$ cat config.mk
export PLATFORM = sky130hd
export DESIGN_NAME = proxy_record_deframer_flat
export DESIGN_NICKNAME = d
export VERILOG_FILES = /design/src/prd_pkg.sv /design/src/prd_req_if.sv /design/src/prd_rsp_if.sv /design/src/prd_parser.sv /design/src/prd_queue.sv /design/src/prd_emit.sv /design/src/proxy_record_deframer.sv /design/src/flat_wrapper.sv
export SDC_FILE = /design/constraint.sdc
export NUM_CORES = 1
export LEC_CHECK = 0
export BUFFER_PORTS_ARGS = -buffer_cell sky130_fd_sc_hd__buf_2
export CAP_MARGIN = 20
export CORE_UTILIZATION = 60
export CTS_BUF_LIST = sky130_fd_sc_hd__clkbuf_4 sky130_fd_sc_hd__clkbuf_8 sky130_fd_sc_hd__clkbuf_16
export CTS_CLUSTER_DIAMETER = 50
export DETAILED_ROUTE_END_ITERATION = 16
export GPL_TIMING_DRIVEN = 0
export PLACE_DENSITY = 0.89
export SYNTH_ARGS = -nofsm -noshare
export SYNTH_HDL_FRONTEND = slang
export SYNTH_SLANG_ARGS = --single-unit
$ cat constraint.sdc
create_clock -name clock -period 6.64 [get_ports clock]
set_input_delay 0.332 -clock clock [delete_from_list [all_inputs] [get_ports clock]]
set_output_delay 0.332 -clock clock [all_outputs]
set_load 0.1 [all_outputs]
$ cat src/prd_pkg.sv
// Shared types and constants for the proxy record deframer.
package prd_pkg;

   localparam int unsigned HdrLast      = 13;
   localparam logic [15:0] LenOverhead  = 16'd12;
   localparam logic [15:0] TypeData     = 16'd5;
   localparam logic [15:0] TypeSkipA    = 16'd4;
   localparam logic [15:0] TypeSkipB    = 16'd7;
   localparam logic [15:0] VersionReset = 16'h0443;

   localparam int unsigned QueueDepth   = 4;
   localparam int unsigned QueuePtrW    = $clog2(QueueDepth);

   typedef enum logic [0:0] {
      CSR_PROTOCOL_VERSION = 1'b0,
      CSR_SOCKET_ID        = 1'b1
   } csr_index_type;

   typedef enum logic [1:0] {
      ERR_BAD_LENGTH  = 2'd0,
      ERR_BAD_VERSION = 2'd1,
      ERR_BAD_TYPE    = 2'd2,
      ERR_TRUNCATED   = 2'd3
   } err_code_type;

   typedef enum logic [2:0] {
      MODE_HEADER  = 3'b001,
      MODE_PAYLOAD = 3'b010,
      MODE_ERROR   = 3'b100
   } mode_type;

   typedef struct packed {
      logic       payload_valid;
      logic [7:0] payload_byte;
      logic       error_valid;
      logic [1:0] error_code;
      logic       response_done;
   } rsp_type;

endpackage

$ cat src/prd_req_if.sv
// Request channel: one response body byte with its remaining count.
interface prd_req_if;
   logic        valid;
   logic        ready;
   logic [7:0]  rx_byte;
   logic [23:0] bytes_left;

   modport source (output valid, output rx_byte, output bytes_left, input ready);
   modport sink   (input valid, input rx_byte, input bytes_left, output ready);
endinterface

$ cat src/prd_rsp_if.sv
// Response channel: forwarded payload byte, error report or end of response.
interface prd_rsp_if;
   logic       valid;
   logic       ready;
   logic       payload_valid;
   logic [7:0] payload_byte;
   logic       error_valid;
   logic [1:0] error_code;
   logic       response_done;

   modport source (output valid, output payload_valid, output payload_byte,
                   output error_valid, output error_code, output response_done,
                   input ready);
   modport sink   (input valid, input payload_valid, input payload_byte,
                   input error_valid, input error_code, input response_done,
                   output ready);
endinterface

$ cat src/prd_parser.sv
// Front end: accepts body bytes, tracks record framing, classifies each byte.
module prd_parser (
   input  logic              clock,
   input  logic              reset,
   input  logic              csr_we,
   input  logic [0:0]        csr_index,
   input  logic [15:0]       csr_wdata,
   input  logic              in_valid,
   output logic              in_ready,
   input  logic [7:0]        in_byte,
   input  logic [23:0]       in_left,
   input  logic              queue_full,
   output logic              push,
   output prd_pkg::rsp_type  push_data
);
   import prd_pkg::*;

   logic [15:0] version_ff, socket_ff;
   logic [3:0]  header_count_ff, header_count_in;
   logic [15:0] rec_length_ff, rec_length_in;
   logic [15:0] rec_version_ff, rec_version_in;
   logic [15:0] rec_type_ff, rec_type_in;
   logic [15:0] rec_socket_ff, rec_socket_in;
   logic [15:0] payload_left_ff, payload_left_in;
   mode_type    mode_ff, mode_in;
   logic        forward_ff, forward_in;

   logic        accept;
   logic        last;
   logic [23:0] after;
   logic [15:0] body_len;
   rsp_type     res;

   assign in_ready = !queue_full;
   assign accept   = in_valid && in_ready;
   assign last     = (in_left <= 24'd1);
   assign after    = (in_left == 24'd0) ? 24'd0 : in_left - 24'd1;
   assign body_len = rec_length_in - LenOverhead;

   always_comb begin
      header_count_in = header_count_ff;
      rec_length_in   = rec_length_ff;
      rec_version_in  = rec_version_ff;
      rec_type_in     = rec_type_ff;
      rec_socket_in   = rec_socket_ff;
      payload_left_in = payload_left_ff;
      mode_in         = mode_ff;
      forward_in      = forward_ff;
      res             = '0;

      unique case (mode_ff)
         MODE_HEADER: begin
            if (header_count_ff < 4'd2) begin
               rec_length_in = {rec_length_ff[7:0], in_byte};
            end else if (header_count_ff < 4'd4) begin
               rec_version_in = {rec_version_ff[7:0], in_byte};
            end else if (header_count_ff < 4'd6) begin
               rec_type_in = {rec_type_ff[7:0], in_byte};
            end else if (header_count_ff >= 4'd12) begin
               rec_socket_in = {rec_socket_ff[7:0], in_byte};
            end

            if (header_count_ff >= 4'(HdrLast)) begin
               header_count_in = '0;
               if (rec_length_in < LenOverhead || {8'd0, body_len} > after) begin
                  res.error_valid = 1'b1;
                  res.error_code  = ERR_BAD_LENGTH;
               end else if (rec_version_in != version_ff) begin
                  res.error_valid = 1'b1;
                  res.error_code  = ERR_BAD_VERSION;
               end else if (rec_type_in != TypeData && rec_type_in != TypeSkipA &&
                            rec_type_in != TypeSkipB) begin
                  res.error_valid = 1'b1;
                  res.error_code  = ERR_BAD_TYPE;
               end else begin
                  payload_left_in = body_len;
                  forward_in      = (rec_type_in == TypeData) && (rec_socket_in == socket_ff);
                  mode_in         = (body_len != 16'd0) ? MODE_PAYLOAD : MODE_HEADER;
               end
            end else begin
               header_count_in = header_count_ff + 4'd1;
               if (last) begin
                  res.error_valid = 1'b1;
                  res.error_code  = ERR_TRUNCATED;
               end
            end
         end
         MODE_PAYLOAD: begin
            if (forward_ff) begin
               res.payload_valid = 1'b1;
               res.payload_byte  = in_byte;
            end
            payload_left_in = payload_left_ff - 16'd1;
            if (payload_left_in == 16'd0) begin
               mode_in = MODE_HEADER;
            end
         end
         default: begin
         end
      endcase

      if (res.error_valid) begin
         mode_in = MODE_ERROR;
      end

      if (last) begin
         res.response_done = !res.error_valid && (mode_ff != MODE_ERROR);
         mode_in           = MODE_HEADER;
         header_count_in   = '0;
         payload_left_in   = '0;
         forward_in        = 1'b0;
      end
   end

   assign push      = accept && (res.payload_valid || res.error_valid || res.response_done);
   assign push_data = res;

   always_ff @(posedge clock) begin
      if (reset) begin
         version_ff      <= VersionReset;
         socket_ff       <= '0;
         header_count_ff <= '0;
         rec_length_ff   <= '0;
         rec_version_ff  <= '0;
         rec_type_ff     <= '0;
         rec_socket_ff   <= '0;
         payload_left_ff <= '0;
         mode_ff         <= MODE_HEADER;
         forward_ff      <= 1'b0;
      end else begin
         if (csr_we) begin
            unique case (csr_index_type'(csr_index))
               CSR_PROTOCOL_VERSION: version_ff <= csr_wdata;
               CSR_SOCKET_ID:        socket_ff  <= csr_wdata;
               default: begin
               end
            endcase
         end
         if (accept) begin
            header_count_ff <= header_count_in;
            rec_length_ff   <= rec_length_in;
            rec_version_ff  <= rec_version_in;
            rec_type_ff     <= rec_type_in;
            rec_socket_ff   <= rec_socket_in;
            payload_left_ff <= payload_left_in;
            mode_ff         <= mode_in;
            forward_ff      <= forward_in;
         end
      end
   end

endmodule

$ cat src/prd_queue.sv
// Short result queue between the parser and the output stage.
module prd_queue (
   input  logic              clock,
   input  logic              reset,
   input  logic              push,
   input  prd_pkg::rsp_type  push_data,
   output logic              full,
   output logic              head_valid,
   output prd_pkg::rsp_type  head_data,
   input  logic              head_ready
);
   import prd_pkg::*;

   rsp_type                 mem [QueueDepth];
   logic [QueuePtrW-1:0]    wr_ptr_ff, rd_ptr_ff;
   logic [QueuePtrW:0]      count_ff, count_in;
   logic                    pop;

   assign full       = (count_ff == (QueuePtrW+1)'(QueueDepth));
   assign head_valid = (count_ff != '0);
   assign head_data  = mem[rd_ptr_ff];
   assign pop        = head_valid && head_ready;

   always_comb begin
      count_in = count_ff;
      if (push && !pop) begin
         count_in = count_ff + 1'b1;
      end else if (pop && !push) begin
         count_in = count_ff - 1'b1;
      end
   end

   always_ff @(posedge clock) begin
      if (push) begin
         mem[wr_ptr_ff] <= push_data;
      end
   end

   always_ff @(posedge clock) begin
      if (reset) begin
         wr_ptr_ff <= '0;
         rd_ptr_ff <= '0;
         count_ff  <= '0;
      end else begin
         if (push) begin
            wr_ptr_ff <= wr_ptr_ff + 1'b1;
         end
         if (pop) begin
            rd_ptr_ff <= rd_ptr_ff + 1'b1;
         end
         count_ff <= count_in;
      end
   end

endmodule

$ cat src/prd_emit.sv
// Back end: output register that presents results on the response channel.
module prd_emit (
   input  logic              clock,
   input  logic              reset,
   input  prd_pkg::rsp_type  head_data,
   input  logic              head_valid,
   output logic              head_ready,
   prd_rsp_if.source         rsp_ch
);
   import prd_pkg::*;

   logic    out_valid_ff;
   rsp_type out_data_ff;

   assign head_ready = !out_valid_ff || rsp_ch.ready;

   always_ff @(posedge clock) begin
      if (reset) begin
         out_valid_ff <= 1'b0;
      end else if (head_ready) begin
         out_valid_ff <= head_valid;
      end
   end

   always_ff @(posedge clock) begin
      if (head_ready && head_valid) begin
         out_data_ff <= head_data;
      end
   end

   assign rsp_ch.valid         = out_valid_ff;
   assign rsp_ch.payload_valid = out_data_ff.payload_valid;
   assign rsp_ch.payload_byte  = out_data_ff.payload_byte;
   assign rsp_ch.error_valid   = out_data_ff.error_valid;
   assign rsp_ch.error_code    = out_data_ff.error_code;
   assign rsp_ch.response_done = out_data_ff.response_done;

endmodule

$ cat src/proxy_record_deframer.sv
// Top level of the proxy record deframer.
//
// Usage: req_ch carries one response body byte per transaction with the count
// of bytes left (1 marks the last byte). rsp_ch carries at most one result per
// byte: a forwarded payload byte of a matching data record, an error report,
// and/or response_done on the last byte of an error-free response. Bytes that
// cause no result (headers, skipped payloads, bytes after an error) produce no
// rsp_ch transaction.
// The csr port writes protocol_version (index 0) and socket_id (index 1); write
// it only while the block is idle.
// Throughput: one byte per clock while the queue is not full, set by the
// combinational framing update in the parser. With the queue empty, a result
// enters the queue on the edge that takes the byte, then the rsp_ch output register.
// A four-entry result queue and the output register let req_ch keep moving
// while rsp_ch is stalled; req_ch.ready drops only when the queue is full.
// Reset (synchronous) empties the queue, returns the parser to header mode and
// restores protocol_version to 0x0443 and socket_id to 0.
module proxy_record_deframer (
   input  logic        clock,
   input  logic        reset,
   input  logic        csr_we,
   input  logic [0:0]  csr_index,
   input  logic [15:0] csr_wdata,
   prd_req_if.sink     req_ch,
   prd_rsp_if.source   rsp_ch
);
   import prd_pkg::*;

   logic     push;
   rsp_type  push_data;
   logic     queue_full;
   logic     head_valid;
   rsp_type  head_data;
   logic     head_ready;

   prd_parser u_parser (
      .clock      (clock),
      .reset      (reset),
      .csr_we     (csr_we),
      .csr_index  (csr_index),
      .csr_wdata  (csr_wdata),
      .in_valid   (req_ch.valid),
      .in_ready   (req_ch.ready),
      .in_byte    (req_ch.rx_byte),
      .in_left    (req_ch.bytes_left),
      .queue_full (queue_full),
      .push       (push),
      .push_data  (push_data)
   );

   prd_queue u_queue (
      .clock      (clock),
      .reset      (reset),
      .push       (push),
      .push_data  (push_data),
      .full       (queue_full),
      .head_valid (head_valid),
      .head_data  (head_data),
      .head_ready (head_ready)
   );

   prd_emit u_emit (
      .clock      (clock),
      .reset      (reset),
      .head_data  (head_data),
      .head_valid (head_valid),
      .head_ready (head_ready),
      .rsp_ch     (rsp_ch)
   );

endmodule
$ cat src/flat_wrapper.sv
// flat-port wrapper written by rule: the top's interface ports become plain ports
module proxy_record_deframer_flat import prd_pkg::*;
  (clock, reset, csr_we, csr_index, csr_wdata, req_ch_valid, req_ch_rx_byte, req_ch_bytes_left, req_ch_ready, rsp_ch_valid, rsp_ch_payload_valid, rsp_ch_payload_byte, rsp_ch_error_valid, rsp_ch_error_code, rsp_ch_response_done, rsp_ch_ready);
  prd_req_if req_ch_i ();
  prd_rsp_if rsp_ch_i ();
  input  logic clock;
  input  logic reset;
  input  logic csr_we;
  input  logic [0:0] csr_index;
  input  logic [15:0] csr_wdata;
  input wire logic [$bits(req_ch_i.valid)-1:0] req_ch_valid;
  input wire logic [$bits(req_ch_i.rx_byte)-1:0] req_ch_rx_byte;
  input wire logic [$bits(req_ch_i.bytes_left)-1:0] req_ch_bytes_left;
  output wire logic [$bits(req_ch_i.ready)-1:0] req_ch_ready;
  output wire logic [$bits(rsp_ch_i.valid)-1:0] rsp_ch_valid;
  output wire logic [$bits(rsp_ch_i.payload_valid)-1:0] rsp_ch_payload_valid;
  output wire logic [$bits(rsp_ch_i.payload_byte)-1:0] rsp_ch_payload_byte;
  output wire logic [$bits(rsp_ch_i.error_valid)-1:0] rsp_ch_error_valid;
  output wire logic [$bits(rsp_ch_i.error_code)-1:0] rsp_ch_error_code;
  output wire logic [$bits(rsp_ch_i.response_done)-1:0] rsp_ch_response_done;
  input wire logic [$bits(rsp_ch_i.ready)-1:0] rsp_ch_ready;
  assign req_ch_i.valid = req_ch_valid;
  assign req_ch_i.rx_byte = req_ch_rx_byte;
  assign req_ch_i.bytes_left = req_ch_bytes_left;
  assign req_ch_ready = req_ch_i.ready;
  assign rsp_ch_valid = rsp_ch_i.valid;
  assign rsp_ch_payload_valid = rsp_ch_i.payload_valid;
  assign rsp_ch_payload_byte = rsp_ch_i.payload_byte;
  assign rsp_ch_error_valid = rsp_ch_i.error_valid;
  assign rsp_ch_error_code = rsp_ch_i.error_code;
  assign rsp_ch_response_done = rsp_ch_i.response_done;
  assign rsp_ch_i.ready = rsp_ch_ready;
  proxy_record_deframer u_core (.clock(clock), .reset(reset), .csr_we(csr_we), .csr_index(csr_index), .csr_wdata(csr_wdata), .req_ch(req_ch_i), .rsp_ch(rsp_ch_i));
endmodule
==> metrics.csv <==
stage,metric,value,unit
synthesis,Compound-Gate Fraction of Synth Area,13.7,%
critical_path,Top delay family on crit path,compound AO/OA/AOI/OAI gates,
die,die width,133,um
grt,Global Route met3 Usage,6.70,%
grt,wire length of the first global-routing pass,42500,um
sta,maximum clock frequency,155,MHz
layout,Layout fillers,1283,
detailed_routing,Avg Vias per Cell,6.33,
critical_path,most frequent cell on the critical path,ha_1,
layout,final net count,1324,
synthesis,#FFs+latches synth,193,
synthesis,main combinational cell family by area after synthesis,simple AND/OR/NAND/NOR gates,
die,Starting Density,61.9,%
run_status,run status,finished clean,
synthesis,Main synth FF type,dfxtp_1,
synthesis,"Avg Cell Area, Syn",8.94,um2
sta,Final Cycle Share,97.3,%
synthesis,sequential share of the synthesized area,43.6,%
synthesis,mux cell area share after synthesis,7.19,%
sta,Max Clock Skew,10.2,ps
placed_design,placed inst area,10900,um2
sta,pins over their slew limit,0,
sta,actual slew at the worst max-slew pin,948,ps
layout,share of cells above drive strength 1,12.4,%
detailed_routing,DR vias,9332,
synthesis,synth unique cells,73,
synthesis,fraction of the mapped netlist area in simple logic gates,21.9,%
cts,root buffer cell,clkbuf_16,
pwr,Worst VDD drop,0.281,mV
grt,overflow left after global routing,0,
synthesis,number of synthesized flops with an enable pin,65,
grt,initial antenna violation count,0,
placed_design,number of buffers added on ports,62,
detailed_routing,Post-DRT Antenna Nets,0,
die,Rows,47,
hold_path,Hold WC Path Type,input port to flip-flop,
synthesis,"FFs w/ async S/R, synth",0,%
placed_design,gpl congestion,0.972,
critical_path,Crit Path Max Fanout,10,
synthesis,mapped cell area,10300,um2
cts,Worst-path clk slew,80,ps
die,DIE AREA,17800,um2
flow_run,Max Cap Viol,0,
placed_design,half-perimeter wire length after placement,18900,um
synthesis,ranking of synthesized cells by area,"dfxtp_1 (25%), edfxtp_1 (19%), nand2_1 (8.5%), a21oi_1 (6.9%), mux2i_1 (3.8%)",
critical_path,CP arrival,6830,ps
cts,cts hold-fix bufs,0,
grt,vias in the first global route,8663,
layout,Diodes inserted,0,
grt,M1 GR Usage,38.0,%
grt,M2 GR Usage,50.4,%
layout,area of the multi-input gates,5500,um2
critical_path,Critical-path top delay cell,dfxtp_1,
synthesis,yosys synthesis warning count,0,
cts,CTS Sinks,193,
critical_path,CP Class,flip-flop to flip-flop,
critical_path,slowest cell delay on critical path,440,ps
cts,H-tree Lvls,4,
critical_path,CP endpoint kind,flip-flop,
critical_path,CP startpoint kind,flip-flop,
sta,# setup viols final,0,
sta,Worst slew margin,36.0,%
layout,Synth-to-Final Area Change,12.1,%
synthesis,Mapped Cells,1157,
synthesis,Synth top area share,24.8,%
detailed_routing,Routed WL per cell,18.6,um
die,chip height,133,um
synthesis,xor and xnor fraction of the mapped netlist area,6.45,%
detailed_routing,drt total wl,27400,um
sta,setup TNS,0,ps
die,Top Ports,69,
layout,final instance area,11600,um2
cts,CTS Buf Count,17,
synthesis,Synth Area in Adders,3.56,%
sta,Period minus WS final,6460,ps
grt,"Most Used Layer, Global Route",met2,
cts,worst skew pair latency,440,ps
layout,Sequential Area,4520,um2
die,Floorplan Core Area,16700,um2
detailed_routing,drc violations,0,
detailed_routing,First-pass DRT Iterations,6,
critical_path,Buffers & Inverters on Critical Path,5,
critical_path,CP required,7010,ps
synthesis,largest area contributor in the netlist,dfxtp_1,
pwr,Lkg Pwr,4.32,nW
cts,clock buffer depth,2,
synthesis,"Net Count, Synth",1239,
grt,largest net degree at the start of global routing,22,
grt,Global Route Usage Sum,30.5,%
pwr,Pwr Density,299,nW/um2
sta,final hold violations,0,
detailed_routing,Iteration-0 DRC Markers,1009,
cts,CTS tree,built,
-- synthesized netlist by cell type (3+ instances only) --
cell type    n
a31oi_1      7
a211oi_1     9
o211ai_1     8
clkbuf_1    61
inv_1       23
nand2b_1     4
and3_1      17
a21oi_1    142
nor3b_1      5
nand3_1     23
a21o_1       5
edfxtp_1    65
ha_1        27
xor2_1      38
dfxtp_1    128
a31o_2       6
mux2i_1     39
nor3b_2      3
nor2_1      68
o21ai_0     23
nand2_1    233
nor3_1      30
xnor2_1     35
buf_1        4
or3_1        8
nor2b_1      5
nand4_1     15
buf_2        3
o41ai_1      3
and2_1       9
nand3b_1     3
mux4_2      13
nor4b_1      3
mux2_2       3
or4_1       16
o31ai_1      6
or2_2        6
nor4_1      17
-- placed cells by master (no fill, tap or decap), drive strengths merged, types with 10 or more instances in the layout --
cell / netlist / routed
nand2: 233 / 233
a21oi: 143 / 143
dfxtp: 128 / 128
clkbuf: 61 / 79
buf: 9 / 74
nor2: 69 / 69
edfxtp: 65 / 65
mux2i: 39 / 39
xor2: 38 / 38
xnor2: 36 / 36
nor3: 32 / 32
inv: 23 / 31
ha: 27 / 27
o21ai: 24 / 24
nand3: 23 / 23
nor4: 19 / 19
and3: 17 / 17
or4: 16 / 16
nand4: 15 / 15
mux4: 13 / 13
a211oi: 10 / 10
-- registers in the layout (all words and copies together) (netlist names), 2 cells and up --
name,count
u_core.u_parser.rec_type_ff,16
u_core.u_queue.count_ff,3
u_core.u_emit.rsp_ch.payload_byte,8
u_core.u_parser.mode_ff,3
u_core.u_queue.rd_ptr_ff,2
u_core.u_parser.rec_socket_ff,16
u_core.u_parser.rec_length_ff,16
u_core.u_parser.payload_left_ff,16
u_core.u_queue.mem,52
u_core.u_emit.rsp_ch.error_code,2
u_core.u_parser.version_ff,16
u_core.u_parser.socket_ff,16
u_core.u_queue.wr_ptr_ff,2
u_core.u_parser.rec_version_ff,16
u_core.u_parser.header_count_ff,4
-- path summary, 6_finish.rpt --
check | from | cells past startpoint | slack [ps] | to
worst max register to register | u_core.u_parser.mode_ff[0] | 27 | 180 | u_core.u_queue.count_ff[2]
worst min-delay path | csr_wdata[0] | 3 | 140 | u_core.u_parser.socket_ff[0]
worst max-delay path | u_core.u_parser.mode_ff[0] | 27 | 180 | u_core.u_queue.count_ff[2]
worst min register to register | u_core.u_parser.rec_version_ff[11] | 2 | 460 | u_core.u_parser.rec_version_ff[11]
-- repair_timing --
item | 4_1_cts | 5_1_grt
endpoints found under the setup margin | 1 | 14
buffers inserted | 0 | 4
pin swaps | 0 | 1
resized for setup | 3 | 7
-- metrics by stage --
| step | hold slack, ps | std cells | util, % | total power, mW | worst slack [ps] |
|---|---|---|---|---|---|
| floorplan | 436 | 1157 | - | 2.22 | 783 |
| global placement | 442 | 1439 | 65.4 | 2.41 | -53.4 |
| detailed placement | 447 | 1439 | 65.5 | 2.43 | -198 |
| CTS | 129 | 1471 | 69.1 | 3.45 | 45.9 |
| global route | 141 | 1475 | 69.4 | 3.58 | -26.1 |
| finish | 135 | 1475 | 69.4 | 3.47 | 178 |
-- tightest hold or removal path: stages --
cell     delay (ps)
buf_2           110
nand2_1          50
a21oi_1          50
-- power by group --
part / leakage [nW] / internal (mW) / switching, mW
Combinational: 2.32 / 0.298 / 0.756
Sequential: 1.71 / 1.32 / 0.0566
Clock: 0.290 / 0.510 / 0.526
-- cell families (layout without fill, tap and decap cells) --
logic type	after synthesis	after routing
simple gates	476	476
compound gates	235	235
flops	193	193
buf+inv	93	191
xor+xnor	74	74
mux	57	57
fa+ha+maj	29	29
-- metal layers --
metal | vias to the layer above | routed length (um)
met5 | - | 0
met4 | 0 | 1090
li1 | 4285 | -
met1 | 4419 | 10800
met3 | 125 | 2380
met2 | 503 | 13100
-- cell type report --
| class | count | share of cell area, % |
|---|---|---|
| Buffer | 70 | 2.41 |
| Clock buffer | 17 | 3.67 |
| Clock inverter | 15 | 1.48 |
| Inverter | 23 | 0.745 |
| Multi-Input combinational cell | 871 | 47.4 |
| Sequential cell | 193 | 38.9 |
| Tap cell | 220 | 2.37 |
| Timing Repair Buffer | 66 | 2.94 |
Power figures use the tool's default switching activity.
